File: config.mk
export PLATFORM = sky130hd
export DESIGN_NAME = bmp_to_rgba8_tile_writer_flat
export DESIGN_NICKNAME = d
export VERILOG_FILES = /design/src/bmptw_pkg.sv /design/src/bmptw_pixel_if.sv /design/src/bmptw_cell_if.sv /design/src/bmptw_cfg_if.sv /design/src/bmp_to_rgba8_tile_writer.sv /design/src/flat_wrapper.sv
export SDC_FILE = /design/constraint.sdc
export NUM_CORES = 1
export LEC_CHECK = 0
export BUFFER_PORTS_ARGS = -buffer_cell sky130_fd_sc_hd__buf_2
export CAP_MARGIN = 20
export CORE_MARGIN = 4
export CORE_UTILIZATION = 55
export DETAILED_ROUTE_END_ITERATION = 10
export HOLD_SLACK_MARGIN = 0.15
export MAX_ROUTING_LAYER = met4
export PLACE_DENSITY_LB_ADDON = 0.2
export SKIP_CTS_REPAIR_TIMING = 1
export SLEW_MARGIN = 25
export SYNTH_ARGS = -nofsm -noshare
export SYNTH_HDL_FRONTEND = slang
export SYNTH_SLANG_ARGS = --single-unit
File: constraint.sdc
create_clock -name clk -period 6.1 [get_ports clk]
set_input_delay 0.61 -clock clk [delete_from_list [all_inputs] [get_ports clk]]
set_output_delay 0.61 -clock clk [all_outputs]
set_load 0.1 [all_outputs]
File: src/bmptw_pkg.sv
// ----------------------------------------------------------------------------
// bmptw_pkg
// shared types and constants of the bmp to rgba8 tile writer
// ----------------------------------------------------------------------------
package bmptw_pkg;

  localparam int COLOR_W     = 8;
  localparam int OFFSET_W    = 22;
  localparam int CFG_DATA_W  = 11;
  localparam int CFG_ADDR_W  = 2;

  localparam logic [COLOR_W-1:0] ALPHA_OPAQUE = 8'hFF;
  localparam logic [COLOR_W-1:0] ALPHA_CLEAR  = 8'h00;
  localparam logic [COLOR_W-1:0] FILL_COLOR   = 8'hFF;

  // register map of the configuration port
  typedef enum logic [CFG_ADDR_W-1:0] {
    REG_IMAGE_WIDTH  = 2'd0,
    REG_IMAGE_HEIGHT = 2'd1,
    REG_BOTTOM_UP    = 2'd2
  } cfg_reg_t;

endpackage

File: src/bmptw_pixel_if.sv
// ----------------------------------------------------------------------------
// bmptw_pixel_if
// input pixel channel: one bgr pixel per transaction
// ----------------------------------------------------------------------------
interface bmptw_pixel_if;
  logic                          valid;
  logic                          ready;
  logic [bmptw_pkg::COLOR_W-1:0] blue;
  logic [bmptw_pkg::COLOR_W-1:0] green;
  logic [bmptw_pkg::COLOR_W-1:0] red;

  modport source (output valid, blue, green, red, input ready);
  modport sink   (input valid, blue, green, red, output ready);
endinterface

File: src/bmptw_cell_if.sv
// ----------------------------------------------------------------------------
// bmptw_cell_if
// output channel: one texture cell with its byte offset per transaction
// ----------------------------------------------------------------------------
interface bmptw_cell_if;
  logic                           valid;
  logic                           ready;
  logic [bmptw_pkg::OFFSET_W-1:0] tile_offset;
  logic [bmptw_pkg::COLOR_W-1:0]  alpha;
  logic [bmptw_pkg::COLOR_W-1:0]  red_out;
  logic [bmptw_pkg::COLOR_W-1:0]  green_out;
  logic [bmptw_pkg::COLOR_W-1:0]  blue_out;
  logic                           last;

  modport source (output valid, tile_offset, alpha, red_out, green_out, blue_out, last,
                  input ready);
  modport sink   (input valid, tile_offset, alpha, red_out, green_out, blue_out, last,
                  output ready);
endinterface

File: src/bmptw_cfg_if.sv
// ----------------------------------------------------------------------------
// bmptw_cfg_if
// configuration write channel: register address and write data
// ----------------------------------------------------------------------------
interface bmptw_cfg_if;
  logic                             valid;
  logic                             ready;
  logic [bmptw_pkg::CFG_ADDR_W-1:0] addr;
  logic [bmptw_pkg::CFG_DATA_W-1:0] data;

  modport source (output valid, addr, data, input ready);
  modport sink   (input valid, addr, data, output ready);
endinterface

File: src/bmp_to_rgba8_tile_writer.sv
// ----------------------------------------------------------------------------
// bmp_to_rgba8_tile_writer
// maps a stream of bmp pixels onto a 4x4-tiled rgba8 texture layout
// ----------------------------------------------------------------------------
// Pixels arrive in file order (rows top-down, or bottom-up when bottom_up is
// set) with row padding already stripped. Each pixel leaves as one cell with
// alpha 255 and the byte offset of its alpha-red pair; the green-blue pair
// goes at tile_offset + 32. A pixel in the last column or the bottom image row
// also produces transparent fill cells (alpha 0, colors 255) up to the next
// multiple of 4, in raster order, with last set on its final cell. Throughput
// is one pixel per clock for interior pixels when not stalled; an edge pixel
// occupies the cell emitter until all its cells (up to 16) are loaded, during
// which no new pixel is taken. A pixel goes through the job registers and the
// output register. A write to a known register restarts at the first pixel.
// ----------------------------------------------------------------------------
module bmp_to_rgba8_tile_writer #(
  parameter int MAX_WIDTH  = 1024,
  parameter int MAX_HEIGHT = 1024
) (
  input  logic               clk,
  input  logic               rst,
  bmptw_pixel_if.sink        pix,
  bmptw_cell_if.source       texel,
  bmptw_cfg_if.sink          cfg
);

  localparam int XW = $clog2(MAX_WIDTH + 4);
  localparam int YW = $clog2(MAX_HEIGHT + 4);
  localparam int TW = XW - 2;
  localparam int TY = YW - 2;

  // image geometry, clamped on write
  logic [XW-1:0] img_w;
  logic [YW-1:0] img_h;
  logic          bottom_up;
  logic [XW-1:0] img_w4;
  logic [YW-1:0] img_h4;
  logic [TW-1:0] tiles_per_row;

  // pixel position counters
  logic [XW-1:0] column_count;
  logic [YW-1:0] row_count;

  // cell emitter state
  logic                          job_valid;
  logic                          job_first;
  logic [XW-1:0]                 cx;
  logic [YW-1:0]                 cy;
  logic [XW-1:0]                 x0;
  logic [XW-1:0]                 xend;
  logic [YW-1:0]                 yend;
  logic [bmptw_pkg::COLOR_W-1:0] job_red;
  logic [bmptw_pkg::COLOR_W-1:0] job_green;
  logic [bmptw_pkg::COLOR_W-1:0] job_blue;

  // output register
  logic                           out_valid;
  logic [bmptw_pkg::OFFSET_W-1:0] out_offset;
  logic [bmptw_pkg::COLOR_W-1:0]  out_alpha;
  logic [bmptw_pkg::COLOR_W-1:0]  out_red;
  logic [bmptw_pkg::COLOR_W-1:0]  out_green;
  logic [bmptw_pkg::COLOR_W-1:0]  out_blue;
  logic                           out_last;

  logic          load;
  logic          job_last_cell;
  logic          accept;
  logic [YW-1:0] y_in;
  logic [XW-1:0] xend_in;
  logic [YW-1:0] yend_in;
  logic [TY+TW-1:0] tile_base;
  logic [31:0]   tile_index;
  logic [31:0]   offset_full;
  logic          cfg_write;

  // padded dimensions
  assign img_w4        = (img_w + XW'(3)) & ~XW'(3);
  assign img_h4        = (img_h + YW'(3)) & ~YW'(3);
  assign tiles_per_row = img_w4[XW-1:2];

  // handshakes
  assign cfg.ready     = 1'b1;
  assign cfg_write     = cfg.valid;
  assign load          = job_valid && (!out_valid || texel.ready);
  assign job_last_cell = (cx == xend) && (cy == yend);
  assign pix.ready     = !job_valid || (load && job_last_cell);
  assign accept        = pix.valid && pix.ready;

  // extent of the cell rectangle for an incoming pixel
  always_comb begin
    y_in    = bottom_up ? (img_h - YW'(1) - row_count) : row_count;
    yend_in = (y_in == img_h - YW'(1)) ? (img_h4 - YW'(1)) : y_in;
    xend_in = (column_count == img_w - XW'(1)) ? (img_w4 - XW'(1)) : column_count;
  end

  // configuration registers
  always_ff @(posedge clk) begin
    if (rst) begin
      img_w     <= XW'(1);
      img_h     <= YW'(1);
      bottom_up <= 1'b1;
    end else if (cfg_write) begin
      case (bmptw_pkg::cfg_reg_t'(cfg.addr))
        bmptw_pkg::REG_IMAGE_WIDTH: begin
          if (cfg.data == '0) begin
            img_w <= XW'(1);
          end else if (32'(cfg.data) > 32'(MAX_WIDTH)) begin
            img_w <= XW'(MAX_WIDTH);
          end else begin
            img_w <= XW'(cfg.data);
          end
        end
        bmptw_pkg::REG_IMAGE_HEIGHT: begin
          if (cfg.data == '0) begin
            img_h <= YW'(1);
          end else if (32'(cfg.data) > 32'(MAX_HEIGHT)) begin
            img_h <= YW'(MAX_HEIGHT);
          end else begin
            img_h <= YW'(cfg.data);
          end
        end
        bmptw_pkg::REG_BOTTOM_UP: begin
          bottom_up <= cfg.data[0];
        end
        default: begin
        end
      endcase
    end
  end

  // column and row counters, restarted by any known register write
  always_ff @(posedge clk) begin
    if (rst) begin
      column_count <= '0;
      row_count    <= '0;
    end else if (cfg_write && (cfg.addr == bmptw_pkg::REG_IMAGE_WIDTH ||
                               cfg.addr == bmptw_pkg::REG_IMAGE_HEIGHT ||
                               cfg.addr == bmptw_pkg::REG_BOTTOM_UP)) begin
      column_count <= '0;
      row_count    <= '0;
    end else if (accept) begin
      if (column_count == img_w - XW'(1)) begin
        column_count <= '0;
        if (row_count == img_h - YW'(1)) begin
          row_count <= '0;
        end else begin
          row_count <= row_count + YW'(1);
        end
      end else begin
        column_count <= column_count + XW'(1);
      end
    end
  end

  // emitter control
  always_ff @(posedge clk) begin
    if (rst) begin
      job_valid <= 1'b0;
    end else if (accept) begin
      job_valid <= 1'b1;
    end else if (load && job_last_cell) begin
      job_valid <= 1'b0;
    end
  end

  // emitter position and pixel data
  always_ff @(posedge clk) begin
    if (accept) begin
      job_first <= 1'b1;
      cx        <= column_count;
      cy        <= y_in;
      x0        <= column_count;
      xend      <= xend_in;
      yend      <= yend_in;
      job_red   <= pix.red;
      job_green <= pix.green;
      job_blue  <= pix.blue;
    end else if (load) begin
      job_first <= 1'b0;
      if (cx == xend) begin
        cx <= x0;
        cy <= cy + YW'(1);
      end else begin
        cx <= cx + XW'(1);
      end
    end
  end

  // byte offset of the current cell
  always_comb begin
    tile_base   = cy[YW-1:2] * tiles_per_row;
    tile_index  = 32'(tile_base) + 32'(cx[XW-1:2]);
    offset_full = (tile_index << 6) | 32'({cy[1:0], cx[1:0], 1'b0});
  end

  // output valid
  always_ff @(posedge clk) begin
    if (rst) begin
      out_valid <= 1'b0;
    end else if (load) begin
      out_valid <= 1'b1;
    end else if (texel.ready) begin
      out_valid <= 1'b0;
    end
  end

  // output payload
  always_ff @(posedge clk) begin
    if (load) begin
      out_offset <= offset_full[bmptw_pkg::OFFSET_W-1:0];
      out_last   <= job_last_cell;
      if (job_first) begin
        out_alpha <= bmptw_pkg::ALPHA_OPAQUE;
        out_red   <= job_red;
        out_green <= job_green;
        out_blue  <= job_blue;
      end else begin
        out_alpha <= bmptw_pkg::ALPHA_CLEAR;
        out_red   <= bmptw_pkg::FILL_COLOR;
        out_green <= bmptw_pkg::FILL_COLOR;
        out_blue  <= bmptw_pkg::FILL_COLOR;
      end
    end
  end

  assign texel.valid       = out_valid;
  assign texel.tile_offset = out_offset;
  assign texel.alpha       = out_alpha;
  assign texel.red_out     = out_red;
  assign texel.green_out   = out_green;
  assign texel.blue_out    = out_blue;
  assign texel.last        = out_last;

endmodule

File: src/flat_wrapper.sv
// flat-port wrapper written by rule: the top's interface ports become plain ports
module bmp_to_rgba8_tile_writer_flat 
#(
  parameter int MAX_WIDTH  = 1024,
  parameter int MAX_HEIGHT = 1024
)
  (clk, rst, pix_valid, pix_blue, pix_green, pix_red, pix_ready, texel_valid, texel_tile_offset, texel_alpha, texel_red_out, texel_green_out, texel_blue_out, texel_last, texel_ready, cfg_valid, cfg_addr, cfg_data, cfg_ready);
  bmptw_pixel_if pix_i ();
  bmptw_cell_if texel_i ();
  bmptw_cfg_if cfg_i ();
  input  logic clk;
  input  logic rst;
  input wire logic [$bits(pix_i.valid)-1:0] pix_valid;
  input wire logic [$bits(pix_i.blue)-1:0] pix_blue;
  input wire logic [$bits(pix_i.green)-1:0] pix_green;
  input wire logic [$bits(pix_i.red)-1:0] pix_red;
  output wire logic [$bits(pix_i.ready)-1:0] pix_ready;
  output wire logic [$bits(texel_i.valid)-1:0] texel_valid;
  output wire logic [$bits(texel_i.tile_offset)-1:0] texel_tile_offset;
  output wire logic [$bits(texel_i.alpha)-1:0] texel_alpha;
  output wire logic [$bits(texel_i.red_out)-1:0] texel_red_out;
  output wire logic [$bits(texel_i.green_out)-1:0] texel_green_out;
  output wire logic [$bits(texel_i.blue_out)-1:0] texel_blue_out;
  output wire logic [$bits(texel_i.last)-1:0] texel_last;
  input wire logic [$bits(texel_i.ready)-1:0] texel_ready;
  input wire logic [$bits(cfg_i.valid)-1:0] cfg_valid;
  input wire logic [$bits(cfg_i.addr)-1:0] cfg_addr;
  input wire logic [$bits(cfg_i.data)-1:0] cfg_data;
  output wire logic [$bits(cfg_i.ready)-1:0] cfg_ready;
  assign pix_i.valid = pix_valid;
  assign pix_i.blue = pix_blue;
  assign pix_i.green = pix_green;
  assign pix_i.red = pix_red;
  assign pix_ready = pix_i.ready;
  assign texel_valid = texel_i.valid;
  assign texel_tile_offset = texel_i.tile_offset;
  assign texel_alpha = texel_i.alpha;
  assign texel_red_out = texel_i.red_out;
  assign texel_green_out = texel_i.green_out;
  assign texel_blue_out = texel_i.blue_out;
  assign texel_last = texel_i.last;
  assign texel_i.ready = texel_ready;
  assign cfg_i.valid = cfg_valid;
  assign cfg_i.addr = cfg_addr;
  assign cfg_i.data = cfg_data;
  assign cfg_ready = cfg_i.ready;
  bmp_to_rgba8_tile_writer #(.MAX_WIDTH(MAX_WIDTH), .MAX_HEIGHT(MAX_HEIGHT)) u_core (.clk(clk), .rst(rst), .pix(pix_i), .texel(texel_i), .cfg(cfg_i));
endmodule
* Word-level counts from Yosys, hierarchy flattened
Index checks and enable logic that the tools add are counted.
Word-level totals: flip-flop bits (word level) 182, latch bits 0, memory bits (writable) 0, ROM bits 0, input port bits 42, output and inout bits 58, word-level logic and storage cells 85, memories 0
Operators by class: add/subtract/negate cells 12, multiply operators 1, divide/modulo/power cells 0, order comparisons 1, equality and inequality tests 7, shift-type cells 0, mux-type cells 18, bitwise gates (word level) 1, reductions and logical operators 23
Operator list (number):
- 11-bit two-way mux | 13
- 11-bit == test | 5
- 11-bit by 1-bit adder with 11-bit output, second input constant | 4
- 11-bit by 1-bit subtractor with 11-bit output, second input constant | 4
- 11-bit by 2-bit adder with 11-bit output, second input constant | 2
- 22-bit by 5-bit OR with 22-bit output | 1
- 16-bit by 9-bit adder with 16-bit output | 1
- 9-bit by 9-bit multiplier with 16-bit output | 1
- 11-bit > comparator, second input constant | 1
- 11-bit logical NOT | 1
- 11-bit subtractor | 1
- 2-bit AND reduction | 5
- 8-bit two-way mux | 1
- 2-bit nonzero test | 4
- 1-bit logical AND | 5
- 1-bit logical OR | 4
- 1-bit two-way mux | 4
- 2-bit by 1-bit == test with 1-bit output, second input constant | 1
- 2-bit == test, second input constant | 1
- 1-bit logical NOT | 2
- 2-bit logical NOT | 1
- 2-bit OR reduction | 1

* Depth between registers and ports, before layout
word-level depth 8, gate-level depth with buffers 24, mapped depth without buffers 23

* Worst setup path after synthesis
Ideal clock, no wire load.
path kind flip-flop to flip-flop, start point reg u_core.cx[5], end point reg u_core.job_blue[0] (netlist name) (enable), setup time 0.443 ns, data arrival time 6.870 ns, required time 5.657 ns, slack -1.213 ns, stages on the path, launching flop included 9, buffers on the path 2, clock period less this slack 7.313 ns, cells stage by stage edfxtp_1 xor2_1 nor4_1 nand3_1 o41ai_1 nand2_1 inv_1 buf_2 buf_1
On the way: cells in the longest elaborated chain, start to end 5
Ends and longest elaborated chain:
- start: declaration | line bmp_to_rgba8_tile_writer.sv:47 | logic [XW-1:0] cx;
- start signal: assignment | line bmp_to_rgba8_tile_writer.sv:170 | cx <= column_count;
- start signal: assignment | line bmp_to_rgba8_tile_writer.sv:184 | cx <= cx + XW'(1);
- 11-bit == test | line bmp_to_rgba8_tile_writer.sv:85 | assign job_last_cell = (cx == xend) && (cy == yend);
- 1-bit logical AND | line bmp_to_rgba8_tile_writer.sv:85
- 1-bit logical AND | line bmp_to_rgba8_tile_writer.sv:86 | assign pix.ready = !job_valid || (load && job_last_cell);
- 1-bit logical OR | line bmp_to_rgba8_tile_writer.sv:86
- net pix_ready | line flat_wrapper.sv:17 | output wire logic [$bits(pix_i.ready)-1:0] pix_ready;
- 1-bit logical AND | line bmp_to_rgba8_tile_writer.sv:87 | assign accept = pix.valid && pix.ready;
- net u_core.accept | line bmp_to_rgba8_tile_writer.sv:67 | logic accept;
- end signal: assignment | line bmp_to_rgba8_tile_writer.sv:177 | job_blue <= pix.blue;
- end: declaration | line bmp_to_rgba8_tile_writer.sv:54 | logic [bmptw_pkg::COLOR_W-1:0] job_blue;
The timed path passes the listed nets, and every way through them passes these cells. A chain may end at the register's enable or synchronous reset.

* Final worst setup path
start point reg u_core.img_w[0], end point reg u_core.out_offset (netlist bit u_core.texel.tile_offset[21]), data pin
On the way: cells in the longest elaborated chain, start to end 4
Ends and longest elaborated chain:
- start: declaration | line bmp_to_rgba8_tile_writer.sv:33 | logic [XW-1:0] img_w;
- start signal: assignment | line bmp_to_rgba8_tile_writer.sv:108 | img_w <= XW'(MAX_WIDTH);
- start signal: assignment | line bmp_to_rgba8_tile_writer.sv:110 | img_w <= XW'(cfg.data);
- 11-bit by 2-bit adder with 11-bit output | line bmp_to_rgba8_tile_writer.sv:77 | assign img_w4 = (img_w + XW'(3)) & ~XW'(3);
- 9-bit by 9-bit multiplier with 16-bit output | line bmp_to_rgba8_tile_writer.sv:191 | tile_base = cy[YW-1:2] * tiles_per_row;
- 16-bit by 9-bit adder with 16-bit output | line bmp_to_rgba8_tile_writer.sv:192 | tile_index = 32'(tile_base) + 32'(cx[XW-1:2]);
- 22-bit by 5-bit OR with 22-bit output | line bmp_to_rgba8_tile_writer.sv:193 | offset_full = (tile_index << 6) | 32'({cy[1:0], cx[1:0], 1'b0});
- net u_core.offset_full[21] | line bmp_to_rgba8_tile_writer.sv:73 | logic [31:0] offset_full;
- end signal: assignment | line bmp_to_rgba8_tile_writer.sv:210 | out_offset <= offset_full[bmptw_pkg::OFFSET_W-1:0];
- end: declaration | line bmp_to_rgba8_tile_writer.sv:58 | logic [bmptw_pkg::OFFSET_W-1:0] out_offset;
The timed path passes the listed nets, and every way through them passes these cells.

==> impl_metrics.py <==
metrics = {
    "detailed_routing": {
        "wl_per_cell_um": 16.3,
        "vias": 8749,
        "drtAntennaViolNets": 0,
        "drc": 0,
        "drt_iter0_markers": 723,
        "via_per_inst": 5.55,
        "drt-total-wl_um": 25600,
        "dr.pass1.iters": 5,
    },
    "power": {
        "power_w": 0.00355,
        "leakage_nw": 5.51,
        "powerDensity_mw_per_mm2": 268,
        "ir_drop_mv": 0.195,
    },
    "logic_synthesis": {
        "synth-main-ff-cell": "edfxtp_1",
        "synth-seq-area-share_pct": 39.6,
        "synthMuxAreaShare_pct": 1.19,
        "synth_seq_cells": 173,
        "synth_cell_types": 63,
        "synth_simple_gate_area_share_pct": 19.0,
        "synth_top_family_by_area": "simple AND/OR/NAND/NOR gates",
        "synthTopCellsByArea": "edfxtp_1, fa_1, dfxtp_1, ha_1, xnor2_1",
        "ys_async_sr_fraction_pct": 0,
        "synth-xor-area-share_pct": 9.55,
        "synth_compound_area_share_pct": 8.74,
        "ys_warn_count": 0,
        "synth_fa_ha_area_share_pct": 15.7,
        "synth_cells": 1231,
        "synth_top_area_share_pct": 31.5,
        "synth-edff-count": 125,
        "syn_area_mm2": 0.0119,
        "yosys.area.top_type": "edfxtp_1",
        "syn-mean-instance-area_um2": 9.68,
    },
    "timing": {
        "slew_viol_final": 0,
        "fin_skew_ps": 13.9,
        "slew_headroom_pct": 34.8,
        "holdWs_ps": 337,
        "worst_pin_slew_ps": 972,
        "fin_crit_ps": 5850,
        "setup-tns-final_ps": 0,
        "hold_viol_final": 0,
        "fmax_ghz": 0.171,
        "period_share_pct": 95.8,
        "timing.final.setup_violations": 0,
    },
    "clocking": {
        "path_clk_slew_ps": 80,
        "numCtsBuffers": 17,
        "cts_tree": "done",
        "cts_sinks": 173,
        "root_buffer": "clkbuf_16",
        "clk_latency_ps": 440,
        "clockBufferDepth": 2,
        "htree_levels": 4,
    },
    "hold_path": {
        "hold_path.class": "input pin to register",
    },
    "setup_path": {
        "crit_path_end_kind": "register",
        "crit_family": "adder cells",
        "max_stage_delay_ps": 550,
        "path_buf_inv": 7,
        "worst_setup_path_start_kind": "register",
        "critPathSlowestCell": "fa_1",
        "crit_top_cell": "fa_1",
        "cp_max_fo": 13,
        "crit_type": "register to register",
        "crit_chain": "buf_4, o21ai_0, buf_4, nor2_1, xnor2_1, buf_4, nor2b_1, fa_1, inv_1, fa_1, inv_1, fa_1, inv_1, fa_1, inv_1, fa_1, ha_2, and2_1, o21ai_1, o31ai_2, o41a_1, a31oi_1, xor2_1",
        "crit_required_ps": 6280,
        "arrival_ps": 6030,
    },
    "grt": {
        "track_usage_pct": 22.6,
        "grt_max_degree": 63,
        "grt_remaining_overflow": 0,
        "antenna_found_initial": 0,
        "grt_pass1_vias": 8551,
        "grt_pass1_wl_um": 42800,
    },
    "layout": {
        "layout_commonest_cell": "nand2_1",
        "final_area_mm2": 0.0133,
        "seq_area_mm2": 0.00472,
        "multiInputGateArea_mm2": 0.00655,
        "drive_gt1_share_pct": 13.5,
        "fin_util_pct": 62.6,
        "layout_common_cells": "nand2_1, edfxtp_1, inv_1",
        "syn_to_final_growth_pct": 11.2,
        "insertedDiodeCount": 0,
        "layout.nets": 1447,
        "fillers": 1799,
    },
    "floorplan": {
        "fp.dieW_um": 155,
        "initial_core_util_pct": 56.3,
        "core_mm2": 0.0212,
        "fp.dieH_um": 155,
        "num_rows": 53,
        "dieArea_mm2": 0.0241,
        "io_pins": 100,
    },
    "place": {
        "hpwl_um": 18900,
        "io_buffers": 96,
        "gp_congestion": 0.912,
        "placed_cell_area_mm2": 0.0126,
    },
    "run": {
        "maxCapViolCount": 0,
    },
    "status": {
        "status": "complete, no violations",
    },
}
-- final cells by class --
cell class                      instances  share of cell area [%]
Sequential cell                       173                    35.6
Multi-Input combinational cell        880                    49.4
Timing Repair Buffer                  116                    4.85
Inverter                              100                    2.83
Clock buffer                           18                    3.24
Tap cell                              275                    2.60
Clock inverter                         14                    1.44
-- registers in the layout (all words and copies together) (netlist names), 11 cells and up --
register                  flops
u_core.column_count          11
u_core.img_h                 11
u_core.xend                  11
u_core.texel.tile_offset     20
u_core.x0                    11
u_core.row_count             11
u_core.cy                    11
u_core.cx                    11
u_core.img_w                 11
u_core.yend                  11
-- worst paths after layout --
check	from	to	slack (ps)	cells after the start
max	u_core.img_w[0]	u_core.texel.tile_offset[21]	250	23
min	pix_green[0]	u_core.job_green[0]	340	1
max reg2reg	u_core.img_w[0]	u_core.texel.tile_offset[21]	250	23
min reg2reg	u_core.img_w[1]	u_core.img_w[1]	490	2
-- power by group --
| group | internal (W) | total, W | switching (W) |
|---|---|---|---|
| Clock | 0.000596 | 0.00112 | 0.000526 |
| Combinational | 0.000297 | 0.000958 | 0.000660 |
| Sequential | 0.00139 | 0.00147 | 0.0000821 |
| Total | 0.00228 | 0.00355 | 0.00127 |
-- synth_stat cells, drive strengths merged, types with 42 or more instances --
library cell	n
xnor2	69
a21oi	42
dfxtp	48
nor2	57
fa	55
nor2b	43
edfxtp	125
clkbuf	60
o21ai	59
inv	100
ha	62
xor2	61
nand2	147
-- through the flow --
step,worst slack (ps),instances
5_1_grt,-5.98,1576
6_report,254,1576
2_1_floorplan,103,1232
3_3_place_gp,177,1544
3_5_place_dp,40.5,1544
4_1_cts,-44.5,1576
-- logic make-up after synthesis --
group,after synthesis
and+or+nand+nor,447
buffers and inverters,179
DFF,173
AOI/OAI and AO/OA,169
xor gates and xnor gates,130
adders and majority gates,117
muxes,14
other,2
-- worst reg2reg max path, stage by stage, from the launching register on --
cell and delay, ps:
dfxtp_1 310, buf_4 150, o21ai_0 350, buf_4 210, nor2_1 50, xnor2_1 130
buf_4 230, nor2b_1 90, fa_1 480, inv_1 50, fa_1 490, inv_1 80
fa_1 550, inv_1 60, fa_1 530, inv_1 50, fa_1 390, ha_2 310
and2_1 170, o21ai_1 160, o31ai_2 100, o41a_1 360, a31oi_1 210, xor2_1 80
-- routing by layer --
| layer | global-route usage [%] | up-vias | share of wire, % |
|---|---|---|---|
| met5 | - | - | 0 |
| met4 | 8.09 | 0 | 2.7 |
| met3 | 4.06 | 43 | 6.4 |
| met2 | 34.5 | 289 | 46 |
| met1 | 30.6 | 4135 | 45 |
| li1 | - | 4282 | - |
No activity file was read; power rests on OpenSTA's default activity.
